## config.mk

```make
export PLATFORM = sky130hd
export DESIGN_NAME = rcmf_ctrl
export DESIGN_NICKNAME = d
export VERILOG_FILES = /design/src/rtl/ratio_and_cross_check_match_filter_macros.svh /design/src/rtl/rcmf_pkg.sv /design/src/rtl/rcmf_ctrl.sv
export SDC_FILE = /design/constraint.sdc
export NUM_CORES = 1
export LEC_CHECK = 0
export ABC_AREA = 1
export BUFFER_PORTS_ARGS = -buffer_cell sky130_fd_sc_hd__buf_2
export CAP_MARGIN = 30
export CORE_UTILIZATION = 45
export DETAILED_ROUTE_END_ITERATION = 8
export PLACE_DENSITY = 0.7
export SLEW_MARGIN = 10
export SYNTH_ARGS = -nofsm -noshare
export SYNTH_HDL_FRONTEND = slang
export SYNTH_SLANG_ARGS = --single-unit
```

## constraint.sdc

```tcl
create_clock -name clk -period 3 [get_ports clk]
set_input_delay 0.45 -clock clk [delete_from_list [all_inputs] [get_ports clk]]
set_output_delay 0.45 -clock clk [all_outputs]
set_load 0.01 [all_outputs]
```

## src/rtl/ratio_and_cross_check_match_filter_macros.svh

```systemverilog
// Assertion macros used by the filter top level.
`ifndef RATIO_AND_CROSS_CHECK_MATCH_FILTER_MACROS_SVH
`define RATIO_AND_CROSS_CHECK_MATCH_FILTER_MACROS_SVH

`ifndef ASSERT_OFF
// pre holds at an edge -> post holds at the same edge
`define RCMF_ASSERT_SAME(label, clk, rst_n, pre, post) \
	label: assert property (@(posedge clk) disable iff (!(rst_n)) (pre) |-> (post)) \
		else $error("rcmf: same-cycle check failed");
// pre holds at an edge -> post holds at the next edge
`define RCMF_ASSERT_NEXT(label, clk, rst_n, pre, post) \
	label: assert property (@(posedge clk) disable iff (!(rst_n)) (pre) |=> (post)) \
		else $error("rcmf: next-cycle check failed");
`else
`define RCMF_ASSERT_SAME(label, clk, rst_n, pre, post)
`define RCMF_ASSERT_NEXT(label, clk, rst_n, pre, post)
`endif

`endif

```

## src/rtl/rcmf_pkg.sv

```systemverilog
package rcmf_pkg;

	localparam int IDX_W     = 9;
	localparam int RATIO_W   = 9;
	localparam int COUNT_W   = 10;
	localparam int STATUS_W  = 2;
	localparam int ACTION_W  = 2;
	localparam int EPOCH_W   = 4;

	localparam int DEF_MAX_KEYPOINTS = 512;
	localparam int DEF_DIST_BITS     = 9;

	localparam logic [RATIO_W-1:0] RATIO_RESET = 9'd205;
	localparam logic [COUNT_W-1:0] COUNT_MAX   = '1;
	localparam logic [EPOCH_W-1:0] EPOCH_FIRST = 4'd1;
	localparam logic [EPOCH_W-1:0] EPOCH_LAST  = '1;

	localparam logic [ACTION_W-1:0] ACT_CLEAR = 2'd0;
	localparam logic [ACTION_W-1:0] ACT_LOAD  = 2'd1;
	localparam logic [ACTION_W-1:0] ACT_TEST  = 2'd2;

	localparam logic [STATUS_W-1:0] ST_DONE       = 2'd0;
	localparam logic [STATUS_W-1:0] ST_RATIO_REJ  = 2'd1;
	localparam logic [STATUS_W-1:0] ST_NOT_MUTUAL = 2'd2;
	localparam logic [STATUS_W-1:0] ST_KEPT       = 2'd3;

	typedef enum logic {
		CTL_SWEEP,
		CTL_RUN
	} ctl_state_t;

	typedef struct packed {
		logic accept;    // request taken into stage 1
		logic commit;    // stage 1 result moves to the output register
		logic sweep_we;  // write an empty entry at the sweep address
	} cmd_t;

	typedef struct packed {
		logic need_sweep;  // stage 1 holds a clear that wraps the epoch
	} sts_t;

endpackage

```

## src/rtl/rcmf_ctrl.sv

```systemverilog
module rcmf_ctrl import rcmf_pkg::*; #(
	parameter int MAX_KEYPOINTS = DEF_MAX_KEYPOINTS,
	localparam int ADDR_W = $clog2(MAX_KEYPOINTS)
) (
	input  logic              clk,
	input  logic              arst_n,
	input  logic              in_valid,
	output logic              in_ready,
	output logic              out_valid,
	input  logic              out_ready,
	input  sts_t              sts,
	output cmd_t              cmd,
	output logic [ADDR_W-1:0] sweep_addr
);

	localparam logic [ADDR_W-1:0] SWEEP_LAST = ADDR_W'(MAX_KEYPOINTS - 1);

	ctl_state_t        state_q, state_d;
	logic              v_s1;
	logic              out_valid_q;
	logic [ADDR_W-1:0] sweep_cnt_q;
	logic              commit, accept, ready;

	always_comb begin
		state_d = state_q;
		unique case (state_q)
			CTL_SWEEP: begin
				if (sweep_cnt_q == SWEEP_LAST) begin
					state_d = CTL_RUN;
				end
			end
			CTL_RUN: begin
				if (commit && sts.need_sweep) begin
					state_d = CTL_SWEEP;
				end
			end
			default: state_d = CTL_SWEEP;
		endcase
	end

	always_comb begin
		commit = 1'b0;
		ready  = 1'b0;
		unique case (state_q)
			CTL_SWEEP: begin
				commit = 1'b0;
				ready  = 1'b0;
			end
			CTL_RUN: begin
				commit = v_s1 && (!out_valid_q || out_ready);
				// hold new requests while a wrapping clear waits in stage 1
				ready  = (!v_s1 || commit) && !(v_s1 && sts.need_sweep);
			end
			default: begin
				commit = 1'b0;
				ready  = 1'b0;
			end
		endcase
		accept = in_valid && ready;
	end

	always_ff @(posedge clk or negedge arst_n) begin
		if (!arst_n) begin
			state_q     <= CTL_SWEEP;
			v_s1        <= 1'b0;
			out_valid_q <= 1'b0;
			sweep_cnt_q <= '0;
		end else begin
			state_q <= state_d;
			if (accept) begin
				v_s1 <= 1'b1;
			end else if (commit) begin
				v_s1 <= 1'b0;
			end
			if (commit) begin
				out_valid_q <= 1'b1;
			end else if (out_ready) begin
				out_valid_q <= 1'b0;
			end
			if (state_q == CTL_SWEEP) begin
				sweep_cnt_q <= (sweep_cnt_q == SWEEP_LAST) ? '0 : sweep_cnt_q + 1'b1;
			end
		end
	end

	assign in_ready     = ready;
	assign out_valid    = out_valid_q;
	assign cmd.accept   = accept;
	assign cmd.commit   = commit;
	assign cmd.sweep_we = (state_q == CTL_SWEEP);
	assign sweep_addr   = sweep_cnt_q;

endmodule

```

# Yosys cells after proc, flatten, opt, wreduce, memory -nomap -nowiden
# Index checks and enable logic that the tools add are counted.
word_totals:
  reg_bits: 12
  input_bits: 5
op_classes:
  add_sub_neg: 1
  eq_ne: 1
  mux: 10
  bitwise: 1
  reduce_logical: 12
ops:
  columns: ["op", "count"]
  rows:
  - ["adder 9 x 1 -> 9 bit (second input constant)", 1]
  - ["== test 9 bit (second input constant)", 1]
  - ["two-way mux 9 bit", 1]
  - ["two-way mux 1 bit", 6]
  - ["one-hot mux 1 bit (2 select lines)", 3]
  - ["logical AND 1 bit", 5]
  - ["nonzero test 2 bit", 2]
  - ["logical NOT 1 bit", 3]
  - ["logical OR 1 bit", 2]
  - ["NOT 1 bit", 1]

# Logic depth before layout (Yosys ltp)
# Gate-level depths: netlist (run 1).
logic_depth:
  ltp_word: 8
  mapped_depth: 9

# Worst setup path after synthesis (run 1)
# OpenSTA, ideal clock, no wires.
synth_timing:
  path_type: "register -> register"
  startpoint: "register sweep_cnt_q[3], in the netlist sweep_addr[3]"
  endpoint: "register sweep_cnt_q[4], in the netlist sweep_addr[4]"
  setup_ps: 122
  arrival_time_ps: 1358
  t_required_ps: 2878
  path_slack_ps: 1521
  path_stages_with_launch: 9
  path_buffers: 0
  period_less_slack_ps: 1479
  cell_sequence: "dfrtp_1 -> nand2_1 -> nor2_1 -> inv_1 -> nor3_1 -> ha_1 -> nand2_2 -> o21ai_1 -> a21oi_2"
synth_via:
  elab_chain_cells: 2
synth_lines:
  columns: ["item", "line_no", "text"]
  rows:
  - ["start, declared", "rcmf_ctrl.sv:21", "logic [ADDR_W-1:0] sweep_cnt_q;"]
  - ["start signal, assigned", "rcmf_ctrl.sv:81", "sweep_cnt_q <= (sweep_cnt_q == SWEEP_LAST) ? '0 : sweep_cnt_q + 1'b1;"]
  - ["adder 9 x 1 -> 9 bit / == test 9 bit (equally long branches)", "rcmf_ctrl.sv:81", null]
  - ["two-way mux 9 bit (*)", "rcmf_ctrl.sv:81", null]
# Mark *: on every way between the ends. The rest lies on a longest branch, timed or not.
# A chain may end at the register's enable or synchronous reset.

==> results of run 1 <==
[cell families after synthesis]
family                     share of synthesized area [%]
and+or+nand+nor                                     32.6
buffers and inverters                               10.5
DFF                                                 44.2
AOI/OAI and AO/OA                                   7.18
adders and majority gates                           5.53
[layout make-up]
class	count	area [µm²]
Fill cell	130	552
Timing Repair Buffer	18	90.1
Inverter	12	45.0
Multi-Input combinational cell	59	308
Sequential cell	12	300
Tap cell	15	18.8
Clock buffer	4	36.3
[synthesized netlist by cell type]
cell type	count	area, µm²
sky130_fd_sc_hd__nand3_4	1	17.5
sky130_fd_sc_hd__a21oi_2	2	17.5
sky130_fd_sc_hd__nor2_2	1	6.26
sky130_fd_sc_hd__dfrtp_1	12	300
sky130_fd_sc_hd__ha_1	3	37.5
sky130_fd_sc_hd__nor3_2	2	20.0
sky130_fd_sc_hd__buf_4	2	15.0
sky130_fd_sc_hd__o22ai_1	1	6.26
sky130_fd_sc_hd__nor2_1	12	45.0
sky130_fd_sc_hd__inv_1	10	37.5
sky130_fd_sc_hd__nand4_1	1	6.26
sky130_fd_sc_hd__o21ai_1	4	20.0
sky130_fd_sc_hd__nand2_1	26	97.6
sky130_fd_sc_hd__inv_2	2	7.51
sky130_fd_sc_hd__nand3b_1	1	7.51
sky130_fd_sc_hd__nor3_1	1	5.00
sky130_fd_sc_hd__nand2_2	1	6.26
sky130_fd_sc_hd__buf_6	1	11.3
sky130_fd_sc_hd__nand3_1	2	10.0
sky130_fd_sc_hd__a21oi_1	1	5.00
[placed cells by master (no fill, tap or decap)]
cell / Yosys / routed
sky130_fd_sc_hd__a21oi_1: 1 / 1
sky130_fd_sc_hd__a21oi_2: 2 / 2
sky130_fd_sc_hd__buf_2: 0 / 18
sky130_fd_sc_hd__clkbuf_4: 0 / 3
sky130_fd_sc_hd__clkbuf_8: 0 / 1
sky130_fd_sc_hd__dfrtp_1: 12 / 12
sky130_fd_sc_hd__ha_1: 3 / 3
sky130_fd_sc_hd__inv_1: 10 / 10
sky130_fd_sc_hd__inv_2: 2 / 2
sky130_fd_sc_hd__nand2_1: 26 / 26
sky130_fd_sc_hd__nand2_2: 1 / 1
sky130_fd_sc_hd__nand3_1: 2 / 2
sky130_fd_sc_hd__nand3_4: 1 / 1
sky130_fd_sc_hd__nand3b_1: 1 / 1
sky130_fd_sc_hd__nand4_1: 1 / 1
sky130_fd_sc_hd__nor2_1: 12 / 12
sky130_fd_sc_hd__nor2_2: 1 / 1
sky130_fd_sc_hd__nor3_1: 1 / 1
sky130_fd_sc_hd__nor3_2: 2 / 2
sky130_fd_sc_hd__o21ai_1: 4 / 4
sky130_fd_sc_hd__o22ai_1: 1 / 1
[state kept, by name (all words and copies together), names as in the netlist]
signal,count
state_q,1
sweep_addr,9
out_valid,1
v_s1,1
[through the flow]
stage               worst slack (ns)  hold slack (ns)  total power, mW  std cells
floorplan                       1.52            0.154            0.168         86
global placement                1.38            0.345            0.174        116
detailed placement              1.35            0.344            0.174        116
CTS                             1.19           0.0538            0.302        120
global route                    1.12           0.0514            0.316        120
finish                          1.19           0.0486            0.299        120
[layer usage]
metal | up-vias | part of all wire [%]
met5 | - | 0
met4 | 0 | 0.87
met3 | 2 | 4.2
met2 | 11 | 46
met1 | 265 | 49
li1 | 305 | -
[power by group through the flow]
stage / Combinational [mW] / Clock [mW] / Sequential [mW]
2_1_floorplan: 0.00173 / 0 / 0.166
3_3_place_gp: 0.00792 / 0 / 0.166
3_5_place_dp: 0.00791 / 0 / 0.166
4_1_cts: 0.00799 / 0.131 / 0.163
5_1_grt: 0.00923 / 0.144 / 0.163
6_report: 0.00779 / 0.128 / 0.163
[worst min-delay path by stage]
stage	startpoint	endpoint	slack, ns	cells after the start
after floorplan	arst_n	out_valid	0.15	0
after CTS	arst_n	sweep_addr[6]	0.05	1
after detailed placement	arst_n	sweep_addr[5]	0.34	1
after global placement	arst_n	sweep_addr[5]	0.35	1
after global routing	arst_n	sweep_addr[2]	0.05	1
final	arst_n	sweep_addr[6]	0.05	1
==> impl.org, run 1 <==
** GRT
- Wire length of the first global-routing pass :: slightly below 2 mm
- Global routing met1 resource utilization :: between 20% and 30%
- Global routing usage on met2 :: between 20% and 30%
- Number of antenna violations at the first check in global routing :: 0
- Global Route Usage Sum :: 18.7%
- Met3 capacity usage during global routing :: 6.52%
- Grt peak-use layer :: met1
- The via count of the first global-routing pass came to approximately 430.
- Entering global routing, the biggest net connects 13 pins.
- Global route total overflow :: 0

** Clock tree
- No sink is reached through more buffers than the 2 on the longest clock path.
- Post-CTS repair changed the size of 0 cells.
- Post-CTS Repair Setup Buffers :: 0
- CTS tree :: done
- Cts bufs inserted :: 3
- H-tree levels :: 1
- Hold_buf cts :: 0
- The clock net in this run drives a total of 12 sinks.
- The cell sitting at the root of the clock tree is a sky130_fd_sc_hd__clkbuf_4.
- Clk slew on worst S/H paths :: roughly 0.08 ns
- Clock latency reported for the late side of the worst-skew pair :: approximately 0.27 ns

** STA
- Number of max-slew violations in the final report :: 0
- Highest clock frequency the design can meet :: between 0.5 and 0.6 GHz
- The final critical path takes up 60.4% of the cycle.
- RSZ-0062 raised after global routing :: no
- Finish-stage setup viols :: 0
- At the pin with the least slew margin, the transition time is between 0.2 and 0.3 ns.
- The worst path needs between 1.5 and 2 ns of the cycle, external delays included.
- In the final timing run, aggregate negative setup slack is 0 ns.
- Hold Vio Cnt, Final :: 0
- Max-slew headroom at the worst pin :: just over 80%
- Across the routed clock network, the largest skew measured is approximately 0.0032 ns.

** Power
- Internal Pwr Total :: between 0.2 and 0.25 mW
- Sequential cell fraction of total power :: between 50% and 60%
- Switching portion of total power :: 20.2%
- Net switching power figure :: between 0.06 and 0.07 mW
- Dividing total power by cell area gives a power density of 374 nW/µm².
- Share of power burned in combinational logic :: 2.6%
- Leak :: between 0.4 and 0.5 nW
- VDD sags by at most approximately 210 µV.
- The clock network accounts for between 40% and 50% of the total power.

** Route
- In the routed design, unresolved DRC markers number 0.
- Number of DRC markers after the initial detailed-route iteration :: 11
- Number of routed nets with antenna violations :: 0
- After detailed routing, the average wire length per cell comes to between 10 and 15 µm.
- Wires add up to around 1.3 mm.
- Summing over every cut layer, the via total after detailed routing is 583.
- Using the TritonRoute via totals, the vias-per-cell ratio works out to 4.86.
- Pre-antenna DRT Iters :: 4

** Synthesis
- Counting distinct cell types in the post-synthesis netlist gives 20.
- After synthesis, the mean cell area works out to 7.90 µm².
- Number of warnings printed during yosys synthesis :: 0
- Number of nets in the synthesized netlist :: 94
- Synthesized netlist cell count :: between 80 and 90
- For this run, the register share of the synthesized area comes to between 40% and 50%.
- Synthesis inferred 12 register bits.
- In this run the cell area of the synthesized design comes to 679 µm².

** Critical path
- Critical Path Sink Type :: output port
- Arrival time at the worst endpoint :: ~1.4 ns
- Number of buffers and inverters on the critical path :: 2
- Master of the slowest instance on the critical path :: sky130_fd_sc_hd__dfrtp_1
- Required time of the critical path :: roughly 2.6 ns
- Type of the setup path with the least slack :: reg -> out
- In this run the critical register-to-register path is captured at sweep_addr[4].
- Cell breakdown of the critical path :: inv_2, nor3_2, buf_2
- Worst setup path startpoint :: state_q
- The critical path runs through a total of 3 cells.
- Maximum fanout count along the critical path :: 11
- In this run the critical register-to-register path is launched from sweep_addr[3].
- Setup slack on the worst reg-to-reg path comes out at about 1.3 ns.
- The cell family contributing the most delay on the critical path is flip-flops.
- Measured in cells, the most critical reg-to-reg path has a length of 8.
- Worst Setup EP :: cmd[1]
- Kind of start point of the critical path :: flip-flop
- Maximum single-stage delay on the critical path :: 0.48 ns

** Floorplanning
- Number of ports placed on the die boundary :: 19
- The initialized floorplan defines 13 standard-cell rows.
- The die covers around 1700 µm².
- The die is 40.9 µm wide.
- Die outline height :: 40.9 µm
- The initial utilization of the core area, before any placement, comes to between 50% and 60%.
- In this run the standard cell core region covers between 1000 and 1500 µm².

** Cells and area
- In the final layout, the share of cells above drive strength 1 is between 20 and 30%.
- Area of all placed cells without fillers :: approximately 800 µm²
- Fraction of the core area covered by cells at the end of the flow :: between 50% and 60%
- # nets final :: 114
- P&R area growth vs syn :: 17.5%
- Number of antenna cells inserted :: 0

** Placement
- Last weighted congestion value of the routability-driven placer :: 0.780
- Port buffering added 18 buffers.
- Cell area reported after detailed placement :: 762 µm²
- Final HPWL DP :: 967 µm

** Run status
- Run status :: finished, final reports clean

** Worst hold path
- Worst min path class :: in -> async

** Run
- Across the run, the number of max-cap violations was 0.
Power figures use the tool's default switching activity.
==> run 2: changes to the inputs <==
Clock period 3 ns to 1.7 ns, I/O delays scaled along.
==> impl.org, run 2 (synthesis results as in run 1) <==
** Run status
- Run status :: finished, final reports clean (unchanged)

** Cells and area
- The area growth from synthesis to layout was 19.9% (was 17.5%).
- Top library cells by usage in the layout, fill and taps aside :: 26 x sky130_fd_sc_hd__nand2_1, 18 x sky130_fd_sc_hd__buf_2, 12 x sky130_fd_sc_hd__nor2_1, 11 x sky130_fd_sc_hd__dfrtp_1, 10 x sky130_fd_sc_hd__inv_1 (was 26 x sky130_fd_sc_hd__nand2_1, 18 x sky130_fd_sc_hd__buf_2, 12 x sky130_fd_sc_hd__nor2_1, 12 x sky130_fd_sc_hd__dfrtp_1, 10 x sky130_fd_sc_hd__inv_1)
- Fill cell instance count of the final layout :: 124 (was 130)
- Share of layout cells above drive strength 1 :: 31.1% (was 29.5%)
- Non-Filler Instances :: 121 (was 120)
- Fraction of the core area covered by cells at the end of the flow :: 60.3% (was 59.1%)
- Number of flip-flops in the largest register :: 9 (unchanged)
- The most frequent standard cell in the layout excluding fill and tap cells was sky130_fd_sc_hd__nand2_1 (unchanged).
- # nets final :: 115 (was 114)
- Number of antenna cells inserted :: 0 (unchanged)

** Clock tree
- Post-CTS Repair Setup Buffers :: 0 (unchanged)
- Root Buffer :: sky130_fd_sc_hd__clkbuf_4 (unchanged)
- Cts bufs inserted :: 3 (unchanged)
- The clock insertion delay at the later pin of the skew report was 0.27 ns (about the same).
- Clk slew on worst S/H paths :: 0.08 ns (about the same)
- H-tree levels :: 1 (unchanged)
- CTS tree :: done (unchanged)
- The clock sink total came to 12 (unchanged).
- The maximum count of clock buffers along a single path was 2 (unchanged).

** STA
- Hold Vio Cnt, Final :: 0 (unchanged)
- The final hold slack came to 0.180 ns (was 0.0486 ns).
- Dividing the final minimum period by the clock period gives around nine tenths.
- Total negative setup slack :: 0 ns (unchanged)
- The clock skew was 0.00573 ns (was 0.00323 ns).
- Highest clock frequency the design can meet :: 0.653 GHz
- RSZ-0062 raised after global routing :: no (unchanged)
- The max-slew headroom at the worst pin came to 82.2% (was 81.5%).
- The pin slew with the least headroom to its limit came to 0.265 ns (was 0.275 ns).
- Number of max-slew violations in the final report :: 0 (unchanged)
- Min cycle time layout :: around 1.5 ns
- Finish-stage setup viols :: 0 (unchanged)

** Power
- The clock network fraction of total power was 42.5% (was 42.9%).
- Share of power burned in combinational logic :: 2.9% (was 2.6%)
- The total power divided by cell area was 646 nW/µm² (was 374 nW/µm²).
- Leak :: 0.474 nW (was 0.471 nW)
- The design internal power came to 0.423 mW (was 0.238 mW).
- Net switching power figure :: 0.104 mW (was 0.0605 mW)
- Sequential cell fraction of total power :: 54.6% (was 54.5%)
- The net switching fraction of the power came to 19.7% (was 20.2%).
- The largest voltage drop on the vdd net is 443 µV (was 211 µV).
- The total power draw is 0.526 mW (was 0.299 mW).

** Floorplanning
- Number of ports placed on the die boundary :: 19 (unchanged)
- The initial standard-cell utilization of the core is 50.3% (unchanged).
- The die outline width is 40.9 µm (unchanged).
- The floorplan die area was 1670 µm² (unchanged).
- The number of rows in the core area came to 13 (unchanged).
- The area inside the core boundary was 1350 µm² (unchanged).
- Die outline height :: 40.9 µm (unchanged)

** Route
- The detailed-router iteration count before antenna repair is 4 (unchanged).
- The via count normalized by instance count came to 4.83 (was 4.86).
- Remaining routing DRC violations :: 0 (unchanged)
- The final routed wirelength across all metal layers is 1.20 mm (was 1.27 mm).
- Number of DRC markers after the initial detailed-route iteration :: 14 (was 11)
- The detailed-route wire length per cell is 9.88 µm (was 10.6 µm).
- The remaining antenna violation count after routing was 0 (unchanged).
- The detailed-route via count is 585 (was 583).

** GRT
- The first-pass GRT wire length is 1.86 mm (was 1.93 mm).
- The all-layer global routing usage came to 17.7% (was 18.7%).
- The met2 usage in global routing is 24.2% (was 25.0%).
- Global route total overflow :: 0 (unchanged)
- Number of antenna violations at the first check in global routing :: 0 (unchanged)
- The peak-usage layer in the global routing report is met1 (unchanged).
- Largest net degree at the start of global routing :: 13 (unchanged)
- Global routing met1 resource utilization :: 24.6% (was 25.9%)
- The via count of the first global-routing pass is 442 (was 433).
- The global-route met3 utilization is 8.15% (was 6.52%).

** Worst hold path
- Depth of the worst hold-timing path :: 2
- Worst min path class :: in -> reg (was in -> async)

** Placement
- The post-detailed-placement half-perimeter wirelength came to 965 µm (was 967 µm).
- Number of cells in the design after placement :: 116 (unchanged)
- The routability congestion estimate was 0.790 (was 0.780).
- The number of I/O port buffers is 18 (unchanged).

** Critical path
- The startpoint-to-endpoint class of the critical path is reg -> reg (was reg -> out).
- Reg2reg path depth :: 8 (unchanged)
- Arrival time at the worst endpoint :: 1.70 ns (was 1.36 ns)
- The element type at the critical path end is a flip-flop (was output port).
- Maximum fanout count along the critical path :: 5 (was 11)
- Required time of the critical path :: 1.87 ns (was 2.55 ns)
- The type of element launching the critical path is a flip-flop (unchanged).

** Run
- Max-cap violations :: 0 (unchanged)
run 2: critical path, stage by stage, from the launching register on:
cell	delay, ns
sky130_fd_sc_hd__dfrtp_1	0.40
sky130_fd_sc_hd__nand2_1	0.12
sky130_fd_sc_hd__nor2_1	0.20
sky130_fd_sc_hd__inv_1	0.09
sky130_fd_sc_hd__nor3_2	0.16
sky130_fd_sc_hd__ha_1	0.22
sky130_fd_sc_hd__nand2_2	0.09
sky130_fd_sc_hd__o21ai_1	0.12
sky130_fd_sc_hd__a21oi_2	0.04
run 2: final timing paths:
kind,to,from,slack (ns)
min in group asynchronous,sweep_addr[2],arst_n,0.38
min,out_valid,out_ready,0.18
max,sweep_addr[4],sweep_addr[3],0.17
min reg2reg,sweep_addr[4],sweep_addr[4],0.53
max reg2reg,sweep_addr[4],sweep_addr[3],0.17
max in group asynchronous,state_q,arst_n,1.09
run 2: final cells by class:
class	instances	area, µm²	share of cell area [%]
well taps	15	18.8	2.30
repair buffers	19	100	12.3
clock buffers	4	36.3	4.45
multi-input cells	59	313	38.4
flip-flops and latches	12	302	37.0
inverters	12	45.0	5.53
run 2: per-stage QoR:
step	worst slack [ns]	area (µm²)
after floorplan	0.221	679
after global placement	0.193	762
after detailed placement	0.104	762
after CTS	0.0897	808
after global routing	0.0107	815
final	0.167	815
run 2: layer usage:
metal	share of wire [%]	wire length [µm]	up-vias
met5	0	0	-
li1	-	-	305
met2	43	519	16
met3	6.2	74	3
met4	0.92	11	0
met1	49	589	261
run 2: power by group through the flow:
stage | registers, mW | clock network [mW] | logic [mW]
2_1_floorplan | 0.293 | 0 | 0.00305
3_3_place_gp | 0.293 | 0 | 0.0137
3_5_place_dp | 0.293 | 0 | 0.0137
4_1_cts | 0.287 | 0.231 | 0.0155
5_1_grt | 0.287 | 0.250 | 0.0179
6_report | 0.287 | 0.224 | 0.0151
run 2: timing repair:
| action | in CTS | in global routing |
|---|---|---|
| gates resized for setup | 0 | 2 |
| hold buffers | 1 | 0 |
| endpoints found under the hold margin | 12 | 0 |
| setup endpoints to repair | 0 | 8 |
